<file path="config.mk">
export PLATFORM = sky130hd
export DESIGN_NAME = changed_word_run_diff_encoder
export DESIGN_NICKNAME = d
export VERILOG_FILES = /design/src/hw/rtl/cwrd_pkg.sv /design/src/hw/rtl/cwrd_step.sv /design/src/hw/rtl/changed_word_run_diff_encoder.sv
export VERILOG_INCLUDE_DIRS = /design/src /design/src/hw/rtl
export SDC_FILE = /design/constraint.sdc
export NUM_CORES = 1
export LEC_CHECK = 0
export BUFFER_PORTS_ARGS = -buffer_cell sky130_fd_sc_hd__buf_4
export CAP_MARGIN = 20
export CORE_ASPECT_RATIO = 1.75
export CORE_MARGIN = 2
export CORE_UTILIZATION = 52
export CTS_CLUSTER_DIAMETER = 50
export CTS_CLUSTER_SIZE = 30
export DETAILED_ROUTE_END_ITERATION = 8
export PLACE_DENSITY = 0.85
export SKIP_CTS_REPAIR_TIMING = 1
export SYNTH_ARGS = -nofsm -noshare
export SYNTH_HDL_FRONTEND = slang
export SYNTH_SLANG_ARGS = --single-unit
export TNS_END_PERCENT = 1
</file>
<file path="constraint.sdc">
create_clock -name clk -period 6.7 [get_ports clk]
set_input_delay 0.335 -clock clk [delete_from_list [all_inputs] [get_ports clk]]
set_output_delay 0.335 -clock clk [all_outputs]
set_load 0.05 [all_outputs]
</file>
<file path="src/hw/rtl/changed_word_run_diff_encoder_macros.svh">
// Assertion macros shared by the encoder RTL.
`ifndef CHANGED_WORD_RUN_DIFF_ENCODER_MACROS_SVH
`define CHANGED_WORD_RUN_DIFF_ENCODER_MACROS_SVH

// Same-cycle implication, checked outside reset.
`define CWRD_ASSERT_NOW(label, ante, cons, msg) \
  label: assert property (@(posedge clk) disable iff (rst) (ante) |-> (cons)) \
    else $error(msg);

// Next-cycle implication, checked outside reset.
`define CWRD_ASSERT_NEXT(label, ante, cons, msg) \
  label: assert property (@(posedge clk) disable iff (rst) (ante) |=> (cons)) \
    else $error(msg);

`endif

</file>
<file path="src/hw/rtl/cwrd_pkg.sv">
`default_nettype none

package cwrd_pkg;

  // One result beat, before packing onto the output stream.
  typedef struct packed {
    logic        write_valid;
    logic [31:0] write_position;
    logic [63:0] write_data;
    logic [31:0] diff_length;
    logic        run_done;
  } result_t;

  localparam int unsigned CFG_ADDR_BITS = 3;
  localparam int unsigned CFG_DATA_BITS = 32;

  // Register index, taken from the word address paddr[2].
  localparam logic [0:0] REG_GAP_WINDOW = 1'b0;

  localparam logic [7:0] GAP_WINDOW_RESET = 8'd12;

  localparam int unsigned EQ_COUNT_BITS = 9;
  localparam int unsigned IN_TDATA_BITS = 160;
  localparam int unsigned OUT_TDATA_BITS = 136;

endpackage

`default_nettype wire

</file>
<file path="src/hw/rtl/cwrd_step.sv">
`default_nettype none

// Per-word run decision: takes the run state and one word, and produces
// one or two result beats together with the state after the word.
module cwrd_step #(
  parameter int unsigned INDEX_BITS = 32
) (
  input  wire logic [INDEX_BITS-1:0]              word_index,
  input  wire logic [63:0]                        new_word,
  input  wire logic [63:0]                        old_word,
  input  wire logic                               interval_last,
  input  wire logic                               frame_first,
  input  wire logic [7:0]                         gap_window,
  input  wire logic                               run_open,
  input  wire logic [31:0]                        header_slot,
  input  wire logic [INDEX_BITS-1:0]              run_start_index,
  input  wire logic [cwrd_pkg::EQ_COUNT_BITS-1:0] equal_count,
  input  wire logic [31:0]                        write_pointer,
  output cwrd_pkg::result_t                       res0,
  output cwrd_pkg::result_t                       res1,
  output logic                                    two_results,
  output logic                                    run_open_next,
  output logic [31:0]                             header_slot_next,
  output logic [INDEX_BITS-1:0]                   run_start_index_next,
  output logic [cwrd_pkg::EQ_COUNT_BITS-1:0]      equal_count_next,
  output logic [31:0]                             write_pointer_next
);

  logic                               eq;
  logic                               open0;
  logic [31:0]                        wp0;
  logic [31:0]                        hs0;
  logic [cwrd_pkg::EQ_COUNT_BITS-1:0] ec0;
  logic [31:0]                        wp1;
  logic [31:0]                        hs1;
  logic [INDEX_BITS-1:0]              start1;
  logic [cwrd_pkg::EQ_COUNT_BITS-1:0] ec1;
  logic [31:0]                        wp2;
  logic [cwrd_pkg::EQ_COUNT_BITS-1:0] ec2;
  logic                               close;
  logic [INDEX_BITS-1:0]              end_index;
  logic [31:0]                        wp3;

  always_comb begin
    eq = (new_word == old_word);

    // A new frame drops any open run and restarts positions at zero.
    open0 = run_open & ~frame_first;
    wp0   = frame_first ? 32'd0 : write_pointer;
    hs0   = frame_first ? 32'd0 : header_slot;
    ec0   = frame_first ? '0 : equal_count;

    // Opening a run reserves the header slot at the current pointer.
    if (!open0) begin
      hs1    = wp0;
      start1 = word_index;
      wp1    = wp0 + 32'd1;
      ec1    = '0;
    end else begin
      hs1    = hs0;
      start1 = run_start_index;
      wp1    = wp0;
      ec1    = ec0;
    end

    wp2   = wp1 + 32'd1;
    ec2   = eq ? ec1 + cwrd_pkg::EQ_COUNT_BITS'(1) : '0;
    close = (ec2 > {1'b0, gap_window}) | interval_last;

    end_index = word_index + INDEX_BITS'(1) - INDEX_BITS'(ec2);
    wp3       = wp2 - 32'(ec2);

    res0 = '0;
    res1 = '0;
    two_results = 1'b0;

    if (!open0 && eq) begin
      // Equal word outside a run: a single no-write beat.
      res0.diff_length = wp0;
      res0.run_done    = 1'b1;
      run_open_next        = 1'b0;
      header_slot_next     = hs0;
      run_start_index_next = run_start_index;
      equal_count_next     = '0;
      write_pointer_next   = wp0;
    end else begin
      res0.write_valid    = 1'b1;
      res0.write_position = wp1;
      res0.write_data     = new_word;
      res0.diff_length    = hs1;
      res0.run_done       = ~close;
      header_slot_next     = hs1;
      run_start_index_next = start1;
      if (close) begin
        // Trailing equal words are dropped, then the header is written.
        two_results         = 1'b1;
        res1.write_valid    = 1'b1;
        res1.write_position = hs1;
        res1.write_data     = {32'(end_index), 32'(start1)};
        res1.diff_length    = wp3;
        res1.run_done       = 1'b1;
        run_open_next       = 1'b0;
        equal_count_next    = '0;
        write_pointer_next  = wp3;
      end else begin
        run_open_next      = 1'b1;
        equal_count_next   = ec2;
        write_pointer_next = wp2;
      end
    end
  end

endmodule

`default_nettype wire

</file>
<file path="src/hw/rtl/changed_word_run_diff_encoder.sv">
// Channel   Direction  tdata (low bit up)                            Side bits
// s_axis    in         word_index, new_word, old_word                tlast=interval_last,
//                                                                  tuser=frame_first
// m_axis    out        write_valid, write_position, write_data,      tlast=run_done
//                      diff_length, zero pad to 136 bits
// apb       in/out     gap_window at byte address 0                  pready tied high
//
// A word is decided in the cycle it is accepted; its beats appear on m_axis from the
// next cycle on. One word per cycle is taken while each word yields one beat and
// m_tready is high; a word that closes a run yields two beats, and the next word
// waits until the first has left. The output stage holds up to two beats; s_tready
// follows it and m_tready. Reset (rst, synchronous) closes any run, zeroes the
// positions and sets gap_window to 12. No clearing pass is needed.
`default_nettype none

`include "changed_word_run_diff_encoder_macros.svh"

module changed_word_run_diff_encoder #(
  parameter int unsigned INDEX_BITS = 32
) (
  input  wire logic                                 clk,
  input  wire logic                                 rst,
  // word_index[31:0], new_word[95:32], old_word[159:96]
  input  wire logic [cwrd_pkg::IN_TDATA_BITS-1:0]   s_tdata,
  input  wire logic                                 s_tvalid,
  output logic                                      s_tready,
  input  wire logic                                 s_tlast,
  // frame_first[0]
  input  wire logic                                 s_tuser,
  // write_valid[0], write_position[32:1], write_data[96:33], diff_length[128:97]
  output logic [cwrd_pkg::OUT_TDATA_BITS-1:0]       m_tdata,
  output logic                                      m_tvalid,
  input  wire logic                                 m_tready,
  output logic                                      m_tlast,
  input  wire logic                                 psel,
  input  wire logic                                 penable,
  input  wire logic                                 pwrite,
  input  wire logic [cwrd_pkg::CFG_ADDR_BITS-1:0]   paddr,
  input  wire logic [cwrd_pkg::CFG_DATA_BITS-1:0]   pwdata,
  output logic [cwrd_pkg::CFG_DATA_BITS-1:0]        prdata,
  output logic                                      pready
);

  // Configuration register.
  logic [7:0] gap_window;
  logic [0:0] reg_index;

  // Run state.
  logic                               run_open;
  logic [31:0]                        header_slot;
  logic [INDEX_BITS-1:0]              run_start_index;
  logic [cwrd_pkg::EQ_COUNT_BITS-1:0] equal_count;
  logic [31:0]                        write_pointer;

  logic                               run_open_next;
  logic [31:0]                        header_slot_next;
  logic [INDEX_BITS-1:0]              run_start_index_next;
  logic [cwrd_pkg::EQ_COUNT_BITS-1:0] equal_count_next;
  logic [31:0]                        write_pointer_next;

  cwrd_pkg::result_t res0;
  cwrd_pkg::result_t res1;
  logic              two_results;

  // Output stage: slot0 is the beat on the bus, slot1 the one queued behind it.
  cwrd_pkg::result_t slot0;
  cwrd_pkg::result_t slot1;
  logic [1:0]        count;

  logic push;
  logic pop;

  assign pready    = 1'b1;
  assign reg_index = paddr[2:2];

  // gap_window is written on the access phase of an APB write to its address.
  always_ff @(posedge clk) begin
    if (rst) begin
      gap_window <= cwrd_pkg::GAP_WINDOW_RESET;
    end else if (psel && penable && pwrite && pready
                 && reg_index == cwrd_pkg::REG_GAP_WINDOW) begin
      gap_window <= pwdata[7:0];
    end
  end

  always_comb begin
    if (reg_index == cwrd_pkg::REG_GAP_WINDOW) begin
      prdata = cwrd_pkg::CFG_DATA_BITS'(gap_window);
    end else begin
      prdata = '0;
    end
  end

  // The whole decision for one word happens here, between the run state and
  // the output stage.
  cwrd_step #(
    .INDEX_BITS(INDEX_BITS)
  ) u_step (
    .word_index           (s_tdata[INDEX_BITS-1:0]),
    .new_word             (s_tdata[95:32]),
    .old_word             (s_tdata[159:96]),
    .interval_last        (s_tlast),
    .frame_first          (s_tuser),
    .gap_window           (gap_window),
    .run_open             (run_open),
    .header_slot          (header_slot),
    .run_start_index      (run_start_index),
    .equal_count          (equal_count),
    .write_pointer        (write_pointer),
    .res0                 (res0),
    .res1                 (res1),
    .two_results          (two_results),
    .run_open_next        (run_open_next),
    .header_slot_next     (header_slot_next),
    .run_start_index_next (run_start_index_next),
    .equal_count_next     (equal_count_next),
    .write_pointer_next   (write_pointer_next)
  );

  // A new word is taken when the output stage will be empty after this
  // cycle's beat leaves, so that both of its beats always fit.
  assign s_tready = (count == 2'd0) || (count == 2'd1 && m_tready);
  assign push     = s_tvalid && s_tready;
  assign pop      = m_tvalid && m_tready;

  always_ff @(posedge clk) begin
    if (rst) begin
      run_open        <= 1'b0;
      header_slot     <= '0;
      run_start_index <= '0;
      equal_count     <= '0;
      write_pointer   <= '0;
    end else if (push) begin
      run_open        <= run_open_next;
      header_slot     <= header_slot_next;
      run_start_index <= run_start_index_next;
      equal_count     <= equal_count_next;
      write_pointer   <= write_pointer_next;
    end
  end

  always_ff @(posedge clk) begin
    if (rst) begin
      count <= 2'd0;
    end else if (push) begin
      count <= two_results ? 2'd2 : 2'd1;
    end else if (pop) begin
      count <= count - 2'd1;
    end
  end

  always_ff @(posedge clk) begin
    if (push) begin
      slot0 <= res0;
      slot1 <= res1;
    end else if (pop) begin
      slot0 <= slot1;
    end
  end

  assign m_tvalid = (count != 2'd0);
  assign m_tlast  = slot0.run_done;
  assign m_tdata  = {7'd0, slot0.diff_length, slot0.write_data,
                     slot0.write_position, slot0.write_valid};

  `CWRD_ASSERT_NOW(a_count_bound, 1'b1, count != 2'd3, "output stage over two beats")
  `CWRD_ASSERT_NOW(a_closed_no_count, !run_open, equal_count == '0, "count kept after close")
  `CWRD_ASSERT_NEXT(a_two_beats, push && two_results,
                    count == 2'd2 && !m_tlast, "closing word lost a beat")
  `CWRD_ASSERT_NEXT(a_drain, pop && count == 2'd1 && !push, !m_tvalid,
                    "beat repeated after drain")

endmodule

`default_nettype wire

</file>
# Word level (Yosys, flattened, before mapping)
# Index checks and enable logic that the tools add are counted.
[totals]
regBits = 376
inputBits = 204
out_inout_bits = 172
elab_cells = 73
[classes]
addsub = 7
magnitude_cmp = 1
n_eq_ne = 2
muxes = 26
bitwise = 6
n_reduce_logical = 14
[ops]
columns = ["operator", "count"]
rows = [
  ["130-bit two-way mux", 3],
  ["32-bit two-way mux", 8],
  ["97-bit two-way mux", 1],
  ["32-bit by 1-bit adder with 32-bit output (second input constant)", 3],
  ["64-bit equality test", 1],
  ["32-bit by 9-bit subtractor with 32-bit output", 2],
  ["9-bit two-way mux", 5],
  ["33-bit two-way mux", 1],
  ["9-bit by 1-bit adder with 9-bit output (second input constant)", 1],
  ["9-bit by 8-bit greater-than comparator with 1-bit output", 1],
  ["8-bit two-way mux", 1],
  ["1-bit logical AND", 7],
  ["2-bit two-way mux", 3],
  ["1-bit two-way mux", 4],
  ["1-bit NOT", 4],
  ["2-bit nonzero test", 2],
  ["2-bit by 1-bit equality test with 1-bit output (second input constant)", 1],
  ["2-bit zero test", 1],
  ["2-bit AND reduction", 1],
  ["2-bit OR reduction", 1],
  ["2-bit by 1-bit subtractor with 2-bit output (second input constant)", 1],
  ["1-bit AND", 1],
  ["1-bit zero test", 1],
  ["1-bit logical OR", 1],
  ["1-bit bitwise OR", 1],
]

# Logic depth before layout (Yosys ltp)
# Gate-level depths: netlist of the first run.
[depth]
word_depth = 11
ltp_mapped = 28
ltp_nobuf = 22

# Hierarchy
# Synthesis of the first run repeated with hierarchy kept, for this count alone.
[unflattened]
hier_cells = 2462
area_unflattened_um2 = 23423.7
[by_module_without_submodules]
columns = ["module", "n_inst", "cells_per_inst", "area_each_um2", "seq_area_each_um2"]
rows = [
  ["changed_word_run_diff_encoder", 1, 986, 14114.8, 10129.7],
  ["cwrd_step", 1, 1476, 9308.9, 0.0],
]

# Least setup slack after synthesis of the first run
# No wires, ideal clock.
[synth_path]
path_kind = "reg-to-reg"
from = "register count[0]"
to = "register slot0 (netlist bit m_tdata[102]) (data pin)"
setup_time_ps = 461
arrival_time_ps = 5834
t_required_ps = 6239
path_slack_ps = 405
stages_incl_launch_ff = 11
n_path_buf = 3
synth_period_minus_slack_ps = 6295
path_cell_list = "dfxtp_1 -> inv_1 -> ha_1 -> inv_1 -> nand2_1 -> nand2_1 -> inv_1 -> clkbuf_1 -> clkbuf_1 -> clkbuf_1 -> a31oi_1"
[synth_via]
elab_chain_len = 5
word_cells_on_any_way = 6
cone_classes = "eq/ne: 1; mux: 1; reduce/logical: 4"
[synth_rtl]
columns = ["element", "line_no", "rtl"]
rows = [
  ["from (decl)", "changed_word_run_diff_encoder.sv:68", "logic [1:0] count;"],
  ["from (signal assigned)", "changed_word_run_diff_encoder.sv:146", "count <= two_results ? 2'd2 : 2'd1;"],
  ["from (signal assigned)", "changed_word_run_diff_encoder.sv:148", "count <= count - 2'd1;"],
  ["2-bit by 1-bit equality test with 1-bit output", "changed_word_run_diff_encoder.sv:122", "assign s_tready = (count == 2'd0) || (count == 2'd1 && m_tready);"],
  ["1-bit logical AND", "changed_word_run_diff_encoder.sv:122", ""],
  ["1-bit logical OR (*)", "changed_word_run_diff_encoder.sv:122", ""],
  ["via s_tready", "changed_word_run_diff_encoder.sv:26", "output logic s_tready,"],
  ["1-bit logical AND (*)", "changed_word_run_diff_encoder.sv:123", "assign push = s_tvalid && s_tready;"],
  ["via push", "changed_word_run_diff_encoder.sv:70", "logic push;"],
  ["130-bit two-way mux (*)", "changed_word_run_diff_encoder.sv:153", "if (push) begin"],
  ["to (signal assigned)", "changed_word_run_diff_encoder.sv:154", "slot0 <= res0;"],
  ["to (signal assigned)", "changed_word_run_diff_encoder.sv:157", "slot0 <= slot1;"],
  ["to (decl)", "changed_word_run_diff_encoder.sv:66", "cwrd_pkg::result_t slot0;"],
]
# Mark *: on every way through the listed nets, which the timed path passes. The rest lies on a longest branch.
# A chain may end at the register's enable or synchronous reset.

# Worst setup path in the final report of the first run
[layout_path]
from = "register run_open"
to = "register slot1[95] in the netlist's numbering (data pin)"
[layout_via]
elab_chain_len = 8
word_cells_on_any_way = 11
cone_classes = "add/sub: 2; order compare: 1; mux: 2; bitwise: 3; reduce/logical: 3"
[layout_rtl]
columns = ["element", "line_no", "rtl"]
rows = [
  ["from (decl)", "changed_word_run_diff_encoder.sv:49", "logic run_open;"],
  ["from (signal assigned)", "changed_word_run_diff_encoder.sv:134", "run_open <= run_open_next;"],
  ["1-bit AND (*)", "cwrd_step.sv:48", "open0 = run_open & ~frame_first;"],
  ["parallel branches: the longest is 7 deep, another holds 32-bit by 9-bit subtractor with 32-bit output", "n/a", ""],
  ["to (signal assigned)", "changed_word_run_diff_encoder.sv:155", "slot1 <= res1;"],
  ["to (decl)", "changed_word_run_diff_encoder.sv:67", "cwrd_pkg::result_t slot1;"],
]
# Every way passes the cells marked *.

==> metrics.txt, run 1 <==
Cell Area, Synth roughly 0.022 mm²; CP arrival 6.00 ns; final std cells w/o fill 3218; dpl cell area 0.0246 mm²; worst min-delay path class in2reg; crit-path max FO 30; biggest area consumer among synthesized cells edfxtp_1; mean area per synthesized cell approximately 9.1 µm²; Synth top area share 0.361; Die ar. 0.0431 mm²; Startpoint Class flop; Peak VDD IR 0.220 mV; Synth async-reset ratio 0; Port Buf Inserts about 320; initial antenna violation count 2; Final setup violation count 0; vias in the first global route between 15k and 20k; hold path endpoint gap_window[4]; I/O pin count 376; die span in y 273 µm; Post-synth EDFFs 259; final hold vios 3; nets@finish around 2.9k; Skew-Pair Late Insertion Delay 0.60 ns; first-pass GRT wire length 111000 µm; Fmax 177 MHz; post-DP HPWL 55400 µm; filler cell count in the final layout around 3.3k; post-route minimum period 5.66 ns; synth unique cells 84; hold_ws -0.0142 ns; Seq/Total Area, Yosys 0.469; Critical Path RT 7.04 ns; RSZ-0062 raised after global routing false; Pwr Total between 7 and 8 mW; H-tree levels 1; Vias/cell around 6.1; Slew Viols, Final 0; R2R Setup Slk 1.04 ns; R2R Path Start run_open; Clock Path Buffers 3; routability cong. between 0.9 and 1; fraction of layout cells with a size suffix above 1 0.185; PwrDens 307 mW/mm²; predominant post-synthesis flop cell edfxtp_1; Pleak 9.92 nW; Worst Setup End Kind flop; hold_sp pwdata[4]; total grt overflow 0; path depth of the worst reg2reg path 22; final instance area 0.0257 mm²; Core ar. between 0.04 and 0.05 mm²; DP Cell Count around 3.2k; wire per inst approximately 23 µm; failing checks hold timing; Detailed Routing Iterations Pass 1 5; Remaining DRCs 0; Clock transition at path regs 0.10 ns; top cells by area, synth edfxtp_1 (36%), dfxtp_1 (11%), nand2_1 (7.3%), xnor2_1 (5.0%), a21oi_1 (3.9%); max_cap viols 0; clock sinks 375; WHS Path Cells 3; vias between 15k and 20k; FF-to-FF End slot1[95]; Worst Skew 0.0339 ns; worst slew pin tran ~1.1 ns; CP Launch Point run_open; Total Wirelength 74500 µm; Area Overhead vs Synth 19.6%; period utilisation layout 0.845; DRT antenna net count 0; CTS buffer count 28; Crit Path Class reg2reg; DR iter-0 viols 1657; Fin Setup TNS 0 ns; Row Count 98; #FFs+latches synth 375; status complete, but fails checks; Synth Warn # 0; max_slew headroom 0.278; CTS tree yes; Syn Inst Count roughly 2.4k; die width 158 µm; Total GRT Usage 0.340; Clock Root Buffer clkbuf_16; largest net degree at the start of global routing 135; Initial Utilization 0.527
[cell families after synthesis]
kind of cell / synth area share
AO/OA/AOI/OAI: 0.159
XOR/XNOR: 0.0639
adder cells (fa/ha/maj): 0.0373
buffers and inverters: 0.0500
flip-flops: 0.469
multiplexers: 0.0194
other: 0.000349
AND/OR/NAND/NOR: 0.200
[sequential cells by signal, indices dropped and copies added (netlist names)]
| signal | cells |
|---|---|
| m_tdata | 129 |
| equal_count | 9 |
| m_tlast | 1 |
| run_start_index | 32 |
| write_pointer | 32 |
| count | 2 |
| run_open | 1 |
| gap_window | 8 |
| slot1 | 129 |
| header_slot | 32 |
[Yosys cell counts, drive strengths merged, types with 58 or more instances]
master / number
a21oi: 167
a22oi: 58
buf: 63
clkbuf: 111
dfxtp: 116
edfxtp: 259
ha: 61
inv: 72
nand2: 421
nor2: 208
o21ai: 134
xnor2: 122
[final cells by class]
| cell class | instances | area, µm² | share of cell area |
|---|---|---|---|
| multi-input combinational | 1765 | 10500 | 0.409 |
| sequential | 375 | 10100 | 0.392 |
| timing repair buffer | 401 | 3060 | 0.119 |
| clock buffer | 30 | 739 | 0.0287 |
| tap | 550 | 688 | 0.0267 |
| clock inverter | 22 | 345 | 0.0134 |
| inverter | 73 | 282 | 0.0109 |
| antenna | 2 | 5.00 | 0.000194 |
[worst max-delay path, stage by stage, from the launching register on]
cell and delay (ns):
dfxtp_2 0.72, nor2b_4 0.57, and2_1 0.23, ha_1 0.25
nand2_1 0.08, nor2_1 0.13, xnor2_1 0.09, nor2_1 0.16
inv_1 0.16, ha_1 0.31, ha_1 0.34, a21o_1 0.17
a21o_1 0.17, a21o_1 0.21, a21o_1 0.19, a31o_2 0.26
a21oi_1 0.25, buf_4 0.18, o21ai_0 0.13, a221o_1 0.36
nand2_1 0.12, mux2i_1 0.19, o21ai_0 0.10
[cell usage in the layout (no fill, tap or decap), drive strengths merged, types with 22 or more instances in the layout]
cell type  instances
a21o              22
nand2            421
nor2b             22
mux2i             35
nand4             40
nor2             208
and2              24
o21ai            134
ha                61
and3              24
xnor2            122
o31ai             48
dfxtp            116
xor2              35
buf              397
a21oi            167
nand3             51
conb              32
nor3              38
nor4              32
clkbuf            30
a22oi             58
inv               86
edfxtp           259
[power breakdown]
group	internal [mW]	total (mW)	switching [mW]
clock	0.906	1.96	1.06
combinational	0.853	2.76	1.91
sequential	2.99	3.17	0.181
total	4.75	7.89	3.15
[per-stage QoR]
| step | utilization | worst slack (ns) |
|---|---|---|
| after floorplan | - | 0.405 |
| after global placement | 0.603 | 0.739 |
| after detailed placement | 0.603 | 0.738 |
| after CTS | 0.629 | 1.11 |
| after global routing | 0.630 | 0.791 |
| final | 0.630 | 1.04 |
[routing by layer]
metal | part of all wire | track usage | vias to the layer above
met2 | 0.51 | 0.595 | 1009
met5 | 0 | 0 | -
met3 | 0.067 | 0.0435 | 286
met1 | 0.34 | 0.364 | 9305
li1 | - | - | 8932
met4 | 0.091 | 0.269 | 0
[worst max path at each step]
stage / endpoint / slack (ns) / depth (start not counted)
after global routing: slot1[95] / 0.79 / 22
after detailed placement: slot1[95] / 0.74 / 25
after floorplan: m_tdata[102] / 0.40 / 10
after global placement: slot1[95] / 0.74 / 25
final: slot1[95] / 1.04 / 22
after CTS: slot1[95] / 1.11 / 22
No activity file was read; power rests on OpenSTA's default activity.
==> run 2: changes to the inputs <==
Settings changed: CORE_UTILIZATION 52 to 57, PLACE_DENSITY 0.85 to 0.88.
Clock period 6.7 ns to 5.7 ns, I/O delays scaled along.
==> metrics.txt, run 2 (same netlist as run 1, synthesis figures left out) <==
Vias/cell 6.32; clock group share of total power 0.225; vias in the first global route 19.8k; status complete, but fails checks; Initial Utilization 0.576; routability cong. 0.998; Fin Setup TNS 0 ns; critical path cell sequence nor2b_1 -> ha_1 -> nand4_1 -> or2_1 -> or3_1 -> a221o_1 -> or4_4 -> buf_4 -> nor4_1 -> nor2_1 -> o21ai_0 -> a32oi_1 -> buf_4 -> a2111oi_0 -> or3b_1; slowest stage delay, CP 0.51 ns; fraction of layout cells with a size suffix above 1 0.203; CTS buffer count 25; net switching power between 3 and 4 mW; Total Wirelength between 70000 and 80000 µm; wire per inst 23.9 µm; CP bufs+invs 2; Worst Setup End Kind flop; R2R Setup Slk 0.73 ns; CP top delay family simple AND/OR/NAND/NOR gates; commonest cells after routing, fill and taps aside buf_4 (467), nand2_1 (419), edfxtp_1 (259); initial antenna violation count 3; clock sinks 375; Die ar. 0.0394 mm²; Clock Root Buffer clkbuf_16; critical path depth 15; Port Buf Inserts ~320; fin util 0.705; hold_ws -0.0272 ns; Clock Path Buffers 3; worst min-delay path class in2reg; first-pass GRT wire length 114000 µm; total grt overflow 0; DP Cell Count 3166; Clock transition at path regs 0.10 ns; CP Capture Point write_pointer[28]; CP Launch Point write_pointer[0]; final instance area 0.0264 mm²; CTS tree yes; post-DP HPWL 57500 µm; failing checks hold timing; FF-to-FF End write_pointer[28]; filler cell count in the final layout 2765; max_cap viols 0; final std cells w/o fill around 3.2k; Critical Path RT a little over 6 ns; Total GRT Usage 0.383; nets@finish 3014; Seq pwr share 0.406; internal power 5.51 mW; vias 20.5k; Startpoint Class flop; Comb power frac 0.370; I/O pin count 376; commonest non-fill, non-tap cell in the layout buf_4; CP arrival 5.50 ns; worst-path cell with the longest stage delay dfxtp_1; Detailed Routing Iterations Pass 1 7; DRT antenna net count 0; PwrDens between 300 and 400 mW/mm²; Worst Skew 0.0245 ns; Slew Viols, Final 0; max_slew headroom 0.284; die span in y 261 µm; R2R Path Start write_pointer[0]; Core ar. 0.0374 mm²; worst slew pin tran roughly 1.1 ns; Skew-Pair Late Insertion Delay roughly 0.6 ns; DR iter-0 viols 1966; Pwr Total 9.21 mW; period utilisation layout 0.872; cell mode on critical path buf_4; Row Count 94; Fmax 201 MHz; Area Overhead vs Synth 22.6%; Remaining DRCs 0; dpl cell area 0.0251 mm²; crit-path max FO 7; RSZ-0062 raised after global routing false; Switching Share 0.401; path depth of the worst reg2reg path 15; die width 151 µm; Crit Path Class reg2reg; Pleak 10.3 nW; Final setup violation count 0; Peak VDD IR 0.365 mV; largest net degree at the start of global routing 93; H-tree levels 1; final hold vios 5; post-route minimum period 4.97 ns
## run 2: cell count changes in the layout (fill, tap and decap cells not counted), moves of 2 or more
cell | previous run | this run
buf_12 | 3 | 6
buf_4 | 393 | 467
clkbuf_16 | 29 | 25
clkinv_16 | 2 | 0
clkinvlp_4 | 0 | 2
dlygate4sd3_1 | 4 | 34
inv_6 | 1 | 4
inv_8 | 4 | 1
## run 2: power by group through the flow
stage / Clock, mW / Sequential, mW / Combinational, mW
after floorplan: 0 / 4.50 / 1.39
after global placement: 0 / 3.76 / 3.27
after detailed placement: 0 / 3.78 / 3.34
after CTS: 2.08 / 3.72 / 3.35
after global routing: 2.16 / 3.77 / 3.59
final: 2.07 / 3.73 / 3.40
## run 2: how the worst min path moves through the flow
stage	startpoint	to	slack, ns	cells after the start
floorplan	pwdata[1]	gap_window[1]	0.42	2
global placement	run_start_index[30]	run_start_index[30]	0.44	2
detailed placement	run_start_index[30]	run_start_index[30]	0.45	2
CTS	pwdata[2]	gap_window[2]	-0.09	3
global route	s_tdata[6]	run_start_index[6]	0.002	3
finish	s_tdata[24]	run_start_index[24]	-0.03	3
## run 2: tightest hold or removal path, delay by kind of cell
family | cells | cell delay [ns]
compound gates | 1 | 0.06
buf+inv | 1 | 0.13
simple gates | 1 | 0.05
## run 2: area by class of cell
cell class / instances / area, µm² / area share
Clock buffer: 26 / 629 / 0.0239
Sequential cell: 375 / 10100 / 0.383
Tap cell: 480 / 601 / 0.0228
Antenna cell: 3 / 7.51 / 0.000285
Clock inverter: 20 / 282 / 0.0107
Inverter: 73 / 282 / 0.0107
Timing Repair Buffer: 507 / 3970 / 0.150
Multi-Input combinational cell: 1765 / 10500 / 0.399
## run 2: stage by stage
step	hold WS, ns	worst slack (ns)
after floorplan	0.421	-0.486
after CTS	-0.0923	0.816
after global routing	0.00242	0.422
after global placement	0.441	0.456
after detailed placement	0.447	0.387
final	-0.0272	0.727
## run 2: per-layer routing
layer,track usage,vias up,share of wire
met4,0.298,0,0.095
met1,0.404,9780,0.32
li1,-,9142,-
met2,0.679,1269,0.51
met5,0,-,0
met3,0.0531,352,0.076
==> run 3: changes to the inputs <==
Settings changed: CORE_UTILIZATION 57 to 58, PLACE_DENSITY 0.88 to 0.89, SYNTH_HIERARCHICAL set to 1.
==> metrics.txt, run 3 <==
Total GRT Usage 0.346; hold_ws approximately 0.078 ns; first-pass GRT wire length ~110000 µm; CTS buffer count 27; Detailed Routing Iterations Pass 1 6; critical path depth 23; RSZ-0062 raised after global routing false; die width 156 µm; filler cell count in the final layout 2944; fraction of layout cells with a size suffix above 1 0.230; Synth top area share 0.333; status completed; max reg flops 130; #FFs+latches synth 376; top-count cell post-synth edfxtp_1; Syn Inst Count 2462; Startpoint Class input port; Clock Path Buffers 3; CP Launch Point s_tdata[154]; mean area per synthesized cell between 9 and 10 µm²; DR iter-0 viols approximately 1.7k; critical path cell sequence buf_4 -> xor2_1 -> nor4_1 -> nand4_1 -> nor4_2 -> buf_4 -> buf_4 -> nand3_1 -> ha_1 -> ha_1 -> buf_4 -> o21a_1 -> o21ai_0 -> nand2_1 -> o311ai_0 -> nand2_1 -> a21oi_1 -> a311oi_1 -> buf_4 -> nor3_1 -> o31ai_1 -> xnor2_1 -> nor2_1; Post-synth top cells edfxtp_1 (260), a21oi_1 (192), o21ai_0 (190), nand2_1 (185), nand3_1 (171); clock sinks 376; CP top delay family simple AND/OR/NAND/NOR gates; Initial Utilization 0.587; path depth of the worst reg2reg path 22; Area Overhead vs Synth 18.2%; final std cells w/o fill between 3k and 4k; Row Count 97; Synth async-reset ratio 0; commonest cells after routing, fill and taps aside buf_4 (451), edfxtp_1 (260), a21oi_1 (192); total grt overflow 0; worst min-delay path class in2reg; predominant post-synthesis flop cell edfxtp_1; Vias/cell about 6.2; Remaining DRCs 0; Worst Setup End Kind flop; slowest stage delay, CP 0.89 ns; CP Capture Point slot1[92]; vias in the first global route between 20k and 25k; CTS tree yes; CP arrival 5.75 ns; Die ar. 0.0421 mm²; top cells by area, synth edfxtp_1 (33%), dfxtp_1 (9.9%), mux2_1 (4.3%), a21oi_1 (4.1%), o21ai_0 (4.1%); Fin Setup TNS 0 ns; Fmax 184 MHz; Largest Register slot1; routability cong. 0.959; Post-synth EDFFs 260; biggest area consumer among synthesized cells edfxtp_1; Pleak 11.2 nW; Cell Area, Synth 0.0234 mm²; largest net degree at the start of global routing 132; vias 20.6k; Total Wirelength approximately 75000 µm; max_cap viols 0; DP Cell Count 3241; wire per inst 22.8 µm; I/O pin count 376; Worst Skew between 0.03 and 0.04 ns; Clock transition at path regs roughly 0.080 ns; R2R Path Start run_open; Core ar. 0.0399 mm²; initial antenna violation count 3; worst slew pin tran 1.20 ns; H-tree levels 1; DRT antenna net count 0; max_slew headroom 0.201; period utilisation layout 0.952; nets@finish 3053; CP bufs+invs 5; Crit Path Class in2reg; Clock Root Buffer clkbuf_16; post-DP HPWL around 52000 µm; Skew-Pair Late Insertion Delay 0.59 ns; die span in y 270 µm; PwrDens roughly 350 mW/mm²; Final setup violation count 0; cell mode on critical path buf_4; Port Buf Inserts about 320; FF-to-FF End slot1[92]; synth unique cells 104; Slew Viols, Final 0; commonest non-fill, non-tap cell in the layout buf_4; crit-path max FO 7; Synth Warn # 6; worst-path cell with the longest stage delay nor4_1; Peak VDD IR 0.290 mV; post-route minimum period roughly 5.4 ns; Seq/Total Area, Yosys 0.432; Critical Path RT ~6 ns; R2R Setup Slk 0.40 ns; final hold vios 0
[run 3: cell count changes in the layout (fill, tap and decap cells not counted), moves of 60 or more]
cell / previous run / this run
xnor2_1: 122 / 62
nor2b_1: 21 / 94
nand2_1: 419 / 185
mux2_1: 0 / 90
xor2_1: 35 / 104
nand3_1: 51 / 171
[run 3: per-stage QoR]
| step | utilization | worst slack, ns | instance area (µm²) | power [mW] |
|---|---|---|---|---|
| 2_1_floorplan | - | 0.0423 | 23600 | 6.31 |
| 3_3_place_gp | 0.666 | 0.197 | 26600 | 7.37 |
| 3_5_place_dp | 0.666 | 0.114 | 26600 | 7.48 |
| 4_1_cts | 0.690 | 0.547 | 27500 | 9.57 |
| 5_1_grt | 0.694 | 0.0313 | 27700 | 9.95 |
| 6_report | 0.694 | 0.272 | 27700 | 9.60 |
[run 3: where the power goes]
group          leakage [nW]  internal (mW)  switching (mW)  total, mW
Sequential             3.52           3.61           0.217       3.82
Combinational          7.18           1.20            2.48       3.68
Clock                 0.464           1.01            1.08       2.10
Total                  11.2           5.82            3.78       9.60
[run 3: worst min-delay path by stage]
stage / from / end / slack (ns) / cells past startpoint
global placement: run_start_index[3] / run_start_index[3] / 0.47 / 2
CTS: pwdata[2] / gap_window[2] / -0.1 / 3
global route: s_tdata[1] / slot1[34] / 0.08 / 3
floorplan: pwdata[2] / gap_window[2] / 0.41 / 2
finish: s_tdata[0] / slot1[33] / 0.08 / 3
detailed placement: gap_window[5] / gap_window[5] / 0.47 / 2
[run 3: tightest hold or removal path: cells and delay by family]
family                 cells  cell delay, ns
buffers and inverters      1            0.09
AO/OA/AOI/OAI              1            0.13
AND/OR/NAND/NOR            1            0.04
[run 3: final cells by class]
type / count / area (µm²) / area share
diodes: 3 / 7.51 / 0.000271
flip-flops and latches: 376 / 10100 / 0.366
clock inverters: 20 / 239 / 0.00863
well taps: 495 / 619 / 0.0224
clock buffers: 30 / 718 / 0.0259
repair buffers: 465 / 3590 / 0.129
multi-input cells: 1807 / 12000 / 0.432
inverters: 109 / 417 / 0.0150
[run 3: routing by layer]
| metal | share of wire | vias to the layer above | global-route usage |
|---|---|---|---|
| met1 | 0.33 | 9858 | 0.349 |
| met5 | 0 | - | 0 |
| li1 | - | 9385 | - |
| met2 | 0.52 | 1095 | 0.631 |
| met3 | 0.068 | 294 | 0.0526 |
| met4 | 0.082 | 0 | 0.257 |
[run 3: logic make-up after synthesis]
logic type,after synthesis,share of synthesized area
and+or+nand+nor,832,0.186
AOI/OAI and AO/OA,527,0.134
DFF,376,0.432
buffers and inverters,309,0.0636
muxes,186,0.0873
xor gates and xnor gates,166,0.0621
adders and majority gates,63,0.0343
other,3,0.000481
